<file path="src/rtl/core/vae_pkg.sv">
`timescale 1ns / 1ps
// ----------------------------------------------------------------------------
// vae_pkg
// Shared types, constants and tables of the voice allocator envelope core.
// ----------------------------------------------------------------------------
package vae_pkg;

	localparam int VOICE_COUNT = 4;
	localparam int RAMP_BITS   = 12;
	localparam int HIT_VOICES  = (VOICE_COUNT < 4) ? VOICE_COUNT : 4;

	localparam logic [1:0] MODE_TICK     = 2'd0;
	localparam logic [1:0] MODE_NOTE_ON  = 2'd1;
	localparam logic [1:0] MODE_NOTE_OFF = 2'd2;

	localparam logic [2:0] NO_VOICE = 3'd4;

	localparam logic [6:0] NOTE_LOW      = 7'd21;
	localparam logic [6:0] NOTE_HIGH     = 7'd119;
	localparam logic [6:0] LVL_PEAK_TRIG = 7'd120;
	localparam logic [6:0] LVL_MAX       = 7'd127;
	localparam logic [6:0] LVL_FLOOR     = 7'd10;

	typedef enum logic [2:0] {
		CFG_ATTACK_STEP  = 3'd0,
		CFG_DECAY_STEP   = 3'd1,
		CFG_RELEASE_STEP = 3'd2,
		CFG_SUSTAIN_IDX  = 3'd3,
		CFG_USE_ENVELOPE = 3'd4
	} cfg_idx_t;

	typedef enum logic [2:0] {
		ST_IDLE    = 3'd0,
		ST_ATTACK  = 3'd1,
		ST_DECAY   = 3'd2,
		ST_SUSTAIN = 3'd3,
		ST_RELEASE = 3'd4
	} stage_t;

	typedef struct packed {
		logic [31:0] attack_step;
		logic [31:0] decay_step;
		logic [31:0] release_step;
		logic [11:0] sustain_index;
		logic        use_envelope;
	} cfg_t;

	typedef struct packed {
		logic tick;
		logic start;
		logic stop;
	} voice_cmd_t;

	// linear 7-bit ramp over RAMP_BITS positions
	function automatic logic [6:0] ramp(input logic [RAMP_BITS-1:0] p);
		logic [RAMP_BITS+6:0] t;
		t = {p, 7'b0};
		return t[RAMP_BITS+6:RAMP_BITS];
	endfunction

	function automatic logic [6:0] level_of(input logic [31:0] idx);
		return ramp(idx[31 -: RAMP_BITS]);
	endfunction

	// phase step per note, 8 fraction bits
	function automatic logic [23:0] note_step(input logic [6:0] n);
		logic [23:0] s;
		case (n)
			7'd21:  s = 24'd46137;    7'd22:  s = 24'd48888;    7'd23:  s = 24'd51790;
			7'd24:  s = 24'd54861;    7'd25:  s = 24'd58132;    7'd26:  s = 24'd61588;
			7'd27:  s = 24'd65246;    7'd28:  s = 24'd69121;    7'd29:  s = 24'd73231;
			7'd30:  s = 24'd77593;    7'd31:  s = 24'd82207;    7'd32:  s = 24'd87089;
			7'd33:  s = 24'd92273;    7'd34:  s = 24'd97759;    7'd35:  s = 24'd103581;
			7'd36:  s = 24'd109738;   7'd37:  s = 24'd116264;   7'd38:  s = 24'd123176;
			7'd39:  s = 24'd130491;   7'd40:  s = 24'd138259;   7'd41:  s = 24'd146480;
			7'd42:  s = 24'd155187;   7'd43:  s = 24'd164414;   7'd44:  s = 24'd174195;
			7'd45:  s = 24'd184547;   7'd46:  s = 24'd195519;   7'd47:  s = 24'd207145;
			7'd48:  s = 24'd219459;   7'd49:  s = 24'd232512;   7'd50:  s = 24'd246336;
			7'd51:  s = 24'd260982;   7'd52:  s = 24'd276501;   7'd53:  s = 24'd292942;
			7'd54:  s = 24'd310374;   7'd55:  s = 24'd328828;   7'd56:  s = 24'd348374;
			7'd57:  s = 24'd369093;   7'd58:  s = 24'd391037;   7'd59:  s = 24'd414290;
			7'd60:  s = 24'd438936;   7'd61:  s = 24'd465024;   7'd62:  s = 24'd492672;
			7'd63:  s = 24'd521982;   7'd64:  s = 24'd553019;   7'd65:  s = 24'd585902;
			7'd66:  s = 24'd620731;   7'd67:  s = 24'd657657;   7'd68:  s = 24'd696747;
			7'd69:  s = 24'd738186;   7'd70:  s = 24'd782075;   7'd71:  s = 24'd828580;
			7'd72:  s = 24'd877854;   7'd73:  s = 24'd930064;   7'd74:  s = 24'd985361;
			7'd75:  s = 24'd1043946;  7'd76:  s = 24'd1106021;  7'd77:  s = 24'd1171804;
			7'd78:  s = 24'd1241478;  7'd79:  s = 24'd1315297;  7'd80:  s = 24'd1393511;
			7'd81:  s = 24'd1476372;  7'd82:  s = 24'd1564166;  7'd83:  s = 24'd1657178;
			7'd84:  s = 24'd1755709;  7'd85:  s = 24'd1860112;  7'd86:  s = 24'd1970722;
			7'd87:  s = 24'd2093029;  7'd88:  s = 24'd2212059;  7'd89:  s = 24'd2343590;
			7'd90:  s = 24'd2482957;  7'd91:  s = 24'd2630594;  7'd92:  s = 24'd2787022;
			7'd93:  s = 24'd2952745;  7'd94:  s = 24'd3128333;  7'd95:  s = 24'd3314339;
			7'd96:  s = 24'd3511418;  7'd97:  s = 24'd3720224;  7'd98:  s = 24'd3941445;
			7'd99:  s = 24'd4175819;  7'd100: s = 24'd4424118;  7'd101: s = 24'd4687197;
			7'd102: s = 24'd4965913;  7'd103: s = 24'd5261188;  7'd104: s = 24'd5574044;
			7'd105: s = 24'd5905490;  7'd106: s = 24'd6256648;  7'd107: s = 24'd6628694;
			7'd108: s = 24'd7017732;  7'd109: s = 24'd7440448;  7'd110: s = 24'd7882873;
			7'd111: s = 24'd8351621;  7'd112: s = 24'd8848236;  7'd113: s = 24'd9374378;
			7'd114: s = 24'd9931809;  7'd115: s = 24'd10522392; 7'd116: s = 24'd11142969;
			7'd117: s = 24'd11816100; 7'd118: s = 24'd12513297; 7'd119: s = 24'd13257372;
			default: s = 24'd0;
		endcase
		return s;
	endfunction

endpackage

</file>
<file path="src/rtl/core/voice_allocator_adsr_envelope_core.sv">
`timescale 1ns / 1ps
// ----------------------------------------------------------------------------
// voice_allocator_adsr_envelope_core
// Four-voice note allocator with a per-voice ADSR envelope.
// ----------------------------------------------------------------------------
// Takes one item (tick, note-on or note-off) per clock cycle while results are
// taken, and returns one result per item: the item is registered, all voices
// are updated in a single pass of combinational logic, and the result is held
// in an output register, so one new item is accepted while a result waits.
// The 32-bit envelope index add or subtract and the level lookup in each voice
// set the cycle. There is no clearing pass after reset.
module voice_allocator_adsr_envelope_core (
	input  logic        clk,
	input  logic        arst_n,
	input  logic        in_valid,
	output logic        in_ready,
	input  logic [1:0]  mode,
	input  logic [6:0]  note,
	output logic        out_valid,
	input  logic        out_ready,
	output logic [6:0]  level_voice0,
	output logic [6:0]  level_voice1,
	output logic [6:0]  level_voice2,
	output logic [6:0]  level_voice3,
	output logic [2:0]  voice_hit,
	output logic [23:0] phase_step,
	output logic        note_rejected,
	input  logic        cfg_valid,
	output logic        cfg_ready,
	input  logic [2:0]  cfg_index,
	input  logic [31:0] cfg_data
);

	localparam int NV = vae_pkg::VOICE_COUNT;

	vae_pkg::cfg_t cfg;

	logic       valid_s1;
	logic [1:0] mode_s1;
	logic [6:0] note_s1;
	logic       adv;

	logic        out_valid_q;
	logic [6:0]  level_q [4];
	logic [2:0]  hit_q;
	logic [23:0] step_q;
	logic        rej_q;

	vae_pkg::stage_t     stage [NV];
	logic [6:0]          vnote [NV];
	logic [6:0]          lvl_nxt [NV];
	vae_pkg::voice_cmd_t cmd [NV];

	logic        note_ok, is_tick, is_on, is_off;
	logic [NV-1:0] on_sel, off_sel;
	logic        found_on, found_off;
	logic [6:0]  sus_level;
	logic [2:0]  hit_d;
	logic [23:0] step_d;
	logic        rej_d;
	logic [6:0]  level_d [4];

	vae_cfg u_cfg (
		.clk       (clk),
		.arst_n    (arst_n),
		.cfg_valid (cfg_valid),
		.cfg_ready (cfg_ready),
		.cfg_index (cfg_index),
		.cfg_data  (cfg_data),
		.cfg       (cfg)
	);

	assign adv      = valid_s1 && (!out_valid_q || out_ready);
	assign in_ready = !valid_s1 || adv;

	always_ff @(posedge clk or negedge arst_n) begin
		if (!arst_n) begin
			valid_s1 <= 1'b0;
		end else if (in_ready) begin
			valid_s1 <= in_valid;
		end
	end

	always_ff @(posedge clk) begin
		if (in_ready && in_valid) begin
			mode_s1 <= mode;
			note_s1 <= note;
		end
	end

	assign sus_level = vae_pkg::ramp(cfg.sustain_index[vae_pkg::RAMP_BITS-1:0]);
	assign note_ok   = (note_s1 >= vae_pkg::NOTE_LOW) && (note_s1 <= vae_pkg::NOTE_HIGH);
	assign is_tick   = (mode_s1 == vae_pkg::MODE_TICK);
	assign is_on     = (mode_s1 == vae_pkg::MODE_NOTE_ON);
	assign is_off    = (mode_s1 == vae_pkg::MODE_NOTE_OFF);

	// first idle voice for note-on, first voice holding the note in attack, decay or sustain for note-off
	always_comb begin
		found_on  = 1'b0;
		found_off = 1'b0;
		on_sel    = '0;
		off_sel   = '0;
		for (int v = 0; v < NV; v++) begin
			if (!found_on && stage[v] == vae_pkg::ST_IDLE) begin
				on_sel[v] = 1'b1;
				found_on  = 1'b1;
			end
			if (!found_off && vnote[v] == note_s1 &&
			    (stage[v] == vae_pkg::ST_ATTACK || stage[v] == vae_pkg::ST_DECAY ||
			     stage[v] == vae_pkg::ST_SUSTAIN)) begin
				off_sel[v] = 1'b1;
				found_off  = 1'b1;
			end
		end
	end

	genvar g;
	generate
		for (g = 0; g < NV; g++) begin : g_voice
			assign cmd[g].tick  = is_tick;
			assign cmd[g].start = is_on && note_ok && on_sel[g];
			assign cmd[g].stop  = is_off && note_ok && off_sel[g];

			vae_voice u_voice (
				.clk       (clk),
				.arst_n    (arst_n),
				.en        (adv),
				.cmd       (cmd[g]),
				.cfg       (cfg),
				.sus_level (sus_level),
				.note_in   (note_s1),
				.stage     (stage[g]),
				.note      (vnote[g]),
				.level_nxt (lvl_nxt[g])
			);
		end
		for (g = 0; g < 4; g++) begin : g_level
			if (g < NV) begin : g_real
				assign level_d[g] = lvl_nxt[g];
			end else begin : g_none
				assign level_d[g] = 7'd0;
			end
		end
	endgenerate

	always_comb begin
		hit_d  = vae_pkg::NO_VOICE;
		step_d = 24'd0;
		rej_d  = (is_on || is_off) && !note_ok;
		if (is_on && note_ok) begin
			step_d = vae_pkg::note_step(note_s1);
		end
		for (int v = 0; v < vae_pkg::HIT_VOICES; v++) begin
			if ((is_on && note_ok && on_sel[v]) || (is_off && note_ok && off_sel[v])) begin
				hit_d = 3'(v);
			end
		end
	end

	always_ff @(posedge clk or negedge arst_n) begin
		if (!arst_n) begin
			out_valid_q <= 1'b0;
		end else if (adv) begin
			out_valid_q <= 1'b1;
		end else if (out_ready) begin
			out_valid_q <= 1'b0;
		end
	end

	always_ff @(posedge clk) begin
		if (adv) begin
			level_q <= level_d;
			hit_q   <= hit_d;
			step_q  <= step_d;
			rej_q   <= rej_d;
		end
	end

	assign out_valid     = out_valid_q;
	assign level_voice0  = level_q[0];
	assign level_voice1  = level_q[1];
	assign level_voice2  = level_q[2];
	assign level_voice3  = level_q[3];
	assign voice_hit     = hit_q;
	assign phase_step    = step_q;
	assign note_rejected = rej_q;

endmodule

</file>
<file path="src/rtl/core/vae_cfg.sv">
`timescale 1ns / 1ps
// ----------------------------------------------------------------------------
// vae_cfg
// Configuration register file: envelope steps, sustain position, mode.
// ----------------------------------------------------------------------------
module vae_cfg (
	input  logic          clk,
	input  logic          arst_n,
	input  logic          cfg_valid,
	output logic          cfg_ready,
	input  logic [2:0]    cfg_index,
	input  logic [31:0]   cfg_data,
	output vae_pkg::cfg_t cfg
);

	vae_pkg::cfg_t cfg_q;

	assign cfg_ready = 1'b1;
	assign cfg       = cfg_q;

	always_ff @(posedge clk or negedge arst_n) begin
		if (!arst_n) begin
			cfg_q.attack_step   <= 32'd1048576;
			cfg_q.decay_step    <= 32'd1048576;
			cfg_q.release_step  <= 32'd1048576;
			cfg_q.sustain_index <= 12'd2048;
			cfg_q.use_envelope  <= 1'b0;
		end else if (cfg_valid) begin
			case (cfg_index)
				vae_pkg::CFG_ATTACK_STEP:  cfg_q.attack_step   <= cfg_data;
				vae_pkg::CFG_DECAY_STEP:   cfg_q.decay_step    <= cfg_data;
				vae_pkg::CFG_RELEASE_STEP: cfg_q.release_step  <= cfg_data;
				vae_pkg::CFG_SUSTAIN_IDX:  cfg_q.sustain_index <= cfg_data[11:0];
				vae_pkg::CFG_USE_ENVELOPE: cfg_q.use_envelope  <= cfg_data[0];
				default: ;
			endcase
		end
	end

endmodule

</file>
<file path="src/rtl/core/vae_voice.sv">
`timescale 1ns / 1ps
// ----------------------------------------------------------------------------
// vae_voice
// One voice: envelope stage, index, level and held note, updated per item.
// ----------------------------------------------------------------------------
module vae_voice (
	input  logic                clk,
	input  logic                arst_n,
	input  logic                en,
	input  vae_pkg::voice_cmd_t cmd,
	input  vae_pkg::cfg_t       cfg,
	input  logic [6:0]          sus_level,
	input  logic [6:0]          note_in,
	output vae_pkg::stage_t     stage,
	output logic [6:0]          note,
	output logic [6:0]          level_nxt
);

	vae_pkg::stage_t stage_q, stage_d;
	logic [31:0]     idx_q, idx_d, idx_n;
	logic [6:0]      lvl_q, lvl_d, lv;
	logic [6:0]      note_q, note_d;

	assign stage     = stage_q;
	assign note      = note_q;
	assign level_nxt = lvl_d;

	always_comb begin
		stage_d = stage_q;
		idx_d   = idx_q;
		lvl_d   = lvl_q;
		note_d  = note_q;
		idx_n   = idx_q;
		lv      = lvl_q;
		if (cmd.tick) begin
			unique case (stage_q)
				vae_pkg::ST_ATTACK: begin
					idx_n = idx_q + cfg.attack_step;
					lv    = vae_pkg::level_of(idx_n);
					if (lv > vae_pkg::LVL_PEAK_TRIG) begin
						lv      = vae_pkg::LVL_MAX;
						stage_d = vae_pkg::ST_DECAY;
					end
					idx_d = idx_n;
					lvl_d = lv;
				end
				vae_pkg::ST_DECAY: begin
					idx_n = idx_q - cfg.decay_step;
					lv    = vae_pkg::level_of(idx_n);
					if (lv < sus_level) begin
						lv      = sus_level;
						stage_d = vae_pkg::ST_SUSTAIN;
					end
					idx_d = idx_n;
					lvl_d = lv;
				end
				vae_pkg::ST_SUSTAIN: lvl_d = sus_level;
				vae_pkg::ST_RELEASE: begin
					idx_n = idx_q - cfg.release_step;
					lv    = vae_pkg::level_of(idx_n);
					idx_d = idx_n;
					if (lv < vae_pkg::LVL_FLOOR) begin
						lv      = 7'd0;
						idx_d   = 32'd0;
						stage_d = vae_pkg::ST_IDLE;
					end
					lvl_d = lv;
				end
				default: ;
			endcase
		end else if (cmd.start) begin
			note_d = note_in;
			if (cfg.use_envelope) begin
				stage_d = vae_pkg::ST_ATTACK;
				idx_d   = 32'd0;
			end else begin
				stage_d = vae_pkg::ST_SUSTAIN;
			end
		end else if (cmd.stop) begin
			if (cfg.use_envelope) begin
				stage_d = vae_pkg::ST_RELEASE;
			end else begin
				stage_d = vae_pkg::ST_IDLE;
				lvl_d   = 7'd0;
			end
		end
	end

	always_ff @(posedge clk or negedge arst_n) begin
		if (!arst_n) begin
			stage_q <= vae_pkg::ST_IDLE;
			idx_q   <= 32'd0;
			lvl_q   <= 7'd0;
			note_q  <= 7'd0;
		end else if (en) begin
			stage_q <= stage_d;
			idx_q   <= idx_d;
			lvl_q   <= lvl_d;
			note_q  <= note_d;
		end
	end

endmodule

</file>
<file path="config.mk">
export PLATFORM = sky130hd
export DESIGN_NAME = voice_allocator_adsr_envelope_core
export DESIGN_NICKNAME = d
export VERILOG_FILES = /design/src/rtl/core/vae_pkg.sv /design/src/rtl/core/voice_allocator_adsr_envelope_core.sv /design/src/rtl/core/vae_cfg.sv /design/src/rtl/core/vae_voice.sv
export SDC_FILE = /design/constraint.sdc
export NUM_CORES = 2
export LEC_CHECK = 0
export BUFFER_PORTS_ARGS = -buffer_cell sky130_fd_sc_hd__buf_4
export CAP_MARGIN = 30
export CORE_ASPECT_RATIO = 1.1
export CORE_UTILIZATION = 59
export DETAILED_ROUTE_END_ITERATION = 12
export PLACE_DENSITY = 0.76
export REMOVE_ABC_BUFFERS = 1
export SETUP_SLACK_MARGIN = 0.1
export SYNTH_ARGS = -nofsm -noshare
export SYNTH_HDL_FRONTEND = slang
export SYNTH_SLANG_ARGS = --single-unit
</file>
<file path="constraint.sdc">
create_clock -name clk -period 6.75 [get_ports clk]
set_input_delay 1.0125 -clock clk [delete_from_list [all_inputs] [get_ports clk]]
set_output_delay 1.0125 -clock clk [all_outputs]
set_load 0.005 [all_outputs]
</file>
==> reports/results.txt <==
Mean Syn Cell Area - 7.76 um^2
Post-Syn Area - 0.0419 mm^2
final hold violation count - 0
status - completed
Clk pwr share - 11.0%
TritonCTS Buffers - 46
Worst Setup SP - u_cfg.cfg[45]$_DFFE_PN0P_
Top-Level Pins - 108
drt wl/cell - 27.1 um
Die X - 256 um
Nets - 5852
Int Pwr - 11.6 mW
Yosys reg bits - 367
Post-CTS Setup Bufs - 0
critical path capture point - level_voice2[0]$_DFFE_PP_
Most used DFF post-synth - dfrtp_1
Yosys cell types - 97
Worst Reg-to-Reg Cells - 21
Detailed Route WL - 172 mm
GRT Overall Usage - 46.1%
RR Endpoint - level_voice2[0]$_DFFE_PP_
IO Port Bufs - 106
commonest non-fill, non-tap cells in the layout - 552 x nand2_1, 534 x o21ai_0, 505 x a21oi_1, 414 x ha_1, 375 x nor2_1
TritonRoute pass-1 iters - 9
Setup TNS - 0 ns
Startpoint Class - register
combinational share of power - 73.1%
layout cells sized above 1 - 7.70%
Tcrit/Tclk final - 95.3%
CTS H-tree lvls - 2
Max Cap Viol - 0
core footprint - 0.0703 mm^2
P_leak - 20.1 nW
Hold Path Class - in -> async
DRC - 0
hpwl dp - 133 mm
EDFF count, synth - 65
Storage cell area - 0.00951 mm^2
RSZ-0062 raised after global routing - no
Die Y-Extent - 281 um
sequential share of the synthesized area - 22.7%
cell count after synthesis - 5401
sw power - 13.9 mW
Reg clk slew, reported paths - 0.06 ns
Switching Share - 54.4%
initial antenna violation count - 8
Final setup viols - 0
RePlAce Congestion - 1.07
clk_lat worst skew - 0.64 ns
Tightest Pin Transition - 1.09 ns
Iteration-0 DRC Markers - 5854
Worst EP arrival - 6.82 ns
GRT overflow - 0
layout overhead on the synthesized area - 8.06%
Cell Rows - 102
area occupied by multi-input gates - 0.0306 mm^2
Flop pwr share - 15.9%
FMAX - 0.155 GHz
root buffer cell - clkbuf_16
CP endpoint kind - register
Syn. warnings - 0
reg2reg setup slack - 0.32 ns
largest net degree at the start of global routing - 132
CTS tree - built
first-pass GRT wire length - 255 mm
die area - 0.0721 mm^2
Design Power - 25.5 mW
final antenna-violating net count - 0
vias in the first global route - 41200
pwr/cell area - 564 mW/mm^2
via count - 45100
fin crit period - 6.43 ns
Slew Viols, Final - 0
Rel. slew slack - 26.4%
number of fill cells - 6220
Post-synth ARST share - 82.3%
Worst Path Max Fanout - 10
Vias/cell - 7.10
Peak VDD IR - 0.000314 V
RR Startpoint - u_cfg.cfg[45]$_DFFE_PN0P_
clock sink count - 367
Clock Skew - 0.0242 ns
Initial Util - 59.6%
critical path class - reg -> reg
commonest non-fill, non-tap cell in the layout - nand2_1
worst-case clock buffer depth - 3
Crit path required time - 7.13 ns
-- through the flow --
| stage | instances | util, % | cell area (um^2) | hold WS [ns] | setup slack (ns) |
|---|---|---|---|---|---|
| finish | 6350 | 64.4 | 45300 | 0.374 | 0.316 |
| floorplan | 5131 | - | 40900 | 0.457 | 0.984 |
| detailed placement | 6263 | 62.0 | 43600 | 0.491 | 0.311 |
| global placement | 6260 | 61.9 | 43600 | 0.466 | 0.344 |
| CTS | 6348 | 64.3 | 45200 | 0.467 | 0.270 |
| global route | 6350 | 64.4 | 45300 | 0.463 | 0.180 |
-- kinds of logic (layout without fill, tap and decap cells) --
kind of cell	Yosys count	in the layout	synth area share (%)
AO/OA/AOI/OAI	2114	2114	33.0
XOR/XNOR	337	337	7.04
adder cells (fa/ha/maj)	427	427	13.0
buffers and inverters	476	488	4.32
flip-flops	367	367	22.7
multiplexers	86	86	2.26
other	1	2	0.00895
AND/OR/NAND/NOR	1593	1593	17.7
-- state kept, by name, summed over array words and instances, names as in the netlist --
signal	cells
g_voice.u_voice.idx_q	128
valid_s1	1
voice_hit	3
out_valid	1
phase_step	24
g_voice.u_voice.note	28
g_voice.u_voice.stage	12
g_voice.u_voice.lvl_q	28
note_s1	7
level_voice0	7
u_cfg.cfg	104
level_voice1	7
note_rejected	1
level_voice3	7
mode_s1	2
level_voice2	7
-- final cells by class --
type                            count  area share, %
Antenna cell                        1        0.00553
Clock buffer                       54           2.70
Clock inverter                     31          0.956
Inverter                          206           1.72
Multi-Input combinational cell   4558           67.6
Sequential cell                   367           21.0
Tap cell                          936           2.59
Timing Repair Buffer              197           3.39
-- power groups by stage --
stage                     Combinational [mW]  Sequential [mW]  Clock (mW)
after global placement                  17.6             4.02           0
after floorplan                         13.0             3.61           0
after global routing                    20.1             4.08        2.89
after CTS                               18.0             4.00        2.81
final                                   18.7             4.05        2.82
after detailed placement                17.8             4.03           0
-- cells in the mapped netlist, drive strengths merged (15+ instances only) --
| master | instances | share of area, % |
|---|---|---|
| nand2 | 554 | 5.0 |
| o21ai | 541 | 6.5 |
| a21oi | 505 | 6.0 |
| ha | 415 | 12 |
| nor2 | 382 | 3.4 |
| dfrtp | 298 | 18 |
| clkbuf | 239 | 2.1 |
| inv | 205 | 1.8 |
| xnor2 | 189 | 4.0 |
| a21o | 167 | 3.0 |
| xor2 | 148 | 3.1 |
| nor3 | 136 | 1.6 |
| nand3 | 128 | 1.5 |
| a211oi | 120 | 2.2 |
| o211ai | 83 | 1.5 |
| o21a | 80 | 1.4 |
| a31oi | 74 | 1.1 |
| mux2 | 69 | 1.9 |
| edfxtp | 65 | 4.7 |
| nand4 | 59 | 0.88 |
| nand2b | 58 | 0.87 |
| and3 | 55 | 0.82 |
| a221oi | 52 | 1.1 |
| o21bai | 47 | 0.84 |
| o31ai | 46 | 0.82 |
| nor2b | 45 | 0.67 |
| and2 | 38 | 0.57 |
| o22ai | 36 | 0.54 |
| a2111oi | 33 | 0.83 |
| a211o | 33 | 0.69 |
| a22oi | 31 | 0.56 |
| buf | 31 | 0.34 |
| o221ai | 31 | 0.65 |
| or3 | 29 | 0.44 |
| nor4 | 28 | 0.42 |
| a222oi | 27 | 0.65 |
| or2 | 22 | 0.33 |
| a22o | 20 | 0.42 |
| a21boi | 19 | 0.34 |
| o31a | 19 | 0.40 |
| mux2i | 17 | 0.41 |
| and4 | 15 | 0.31 |
-- worst min-delay path by stage --
stage	start	to	slack [ns]
6_report	arst_n	valid_s1$_DFFE_PN0N_	0.37
5_1_grt	arst_n	out_valid$_DFFE_PN0P_	0.46
4_1_cts	arst_n	valid_s1$_DFFE_PN0N_	0.47
3_5_place_dp	g_voice[2].u_voice.note[1]$_DFFE_PN0P_	g_voice[2].u_voice.note[1]$_DFFE_PN0P_	0.49
3_3_place_gp	valid_s1$_DFFE_PN0N_	out_valid$_DFFE_PN0P_	0.47
2_1_floorplan	valid_s1$_DFFE_PN0N_	out_valid$_DFFE_PN0P_	0.46
-- critical path, cell delays in order, from the launching register on --
cell	delay, ns
dfrtp_1	0.57
ha_1	0.24
inv_1	0.06
fa_1	0.42
a211oi_1	0.31
o21a_1	0.22
o211ai_1	0.17
o21ai_0	0.44
o311ai_1	0.33
a2111oi_0	0.49
o21bai_1	0.14
xor2_1	0.35
ha_1	0.32
a21o_1	0.16
a221oi_1	0.50
nand4b_1	0.14
mux2_2	0.30
nand3_2	0.23
mux2_2	0.37
nand2_1	0.08
o211ai_1	0.13
a22o_1	0.22
-- metal layers --
| layer | up-vias | wire (um) | GRT usage (%) |
|---|---|---|---|
| li1 | 20300 | - | - |
| met1 | 21100 | 65000 | 58.5 |
| met2 | 2915 | 71400 | 67.9 |
| met3 | 780 | 19300 | 9.33 |
| met4 | 2 | 16400 | 38.2 |
| met5 | - | 13 | 0 |
-- timing repair --
item                                    4_1_cts  5_1_grt
hold endpoints to repair                      0        0
resized for setup                             0        4
endpoints found under the setup margin        0       14
hold buffers                                  0        0
No activity file was read; power rests on OpenSTA's default activity.
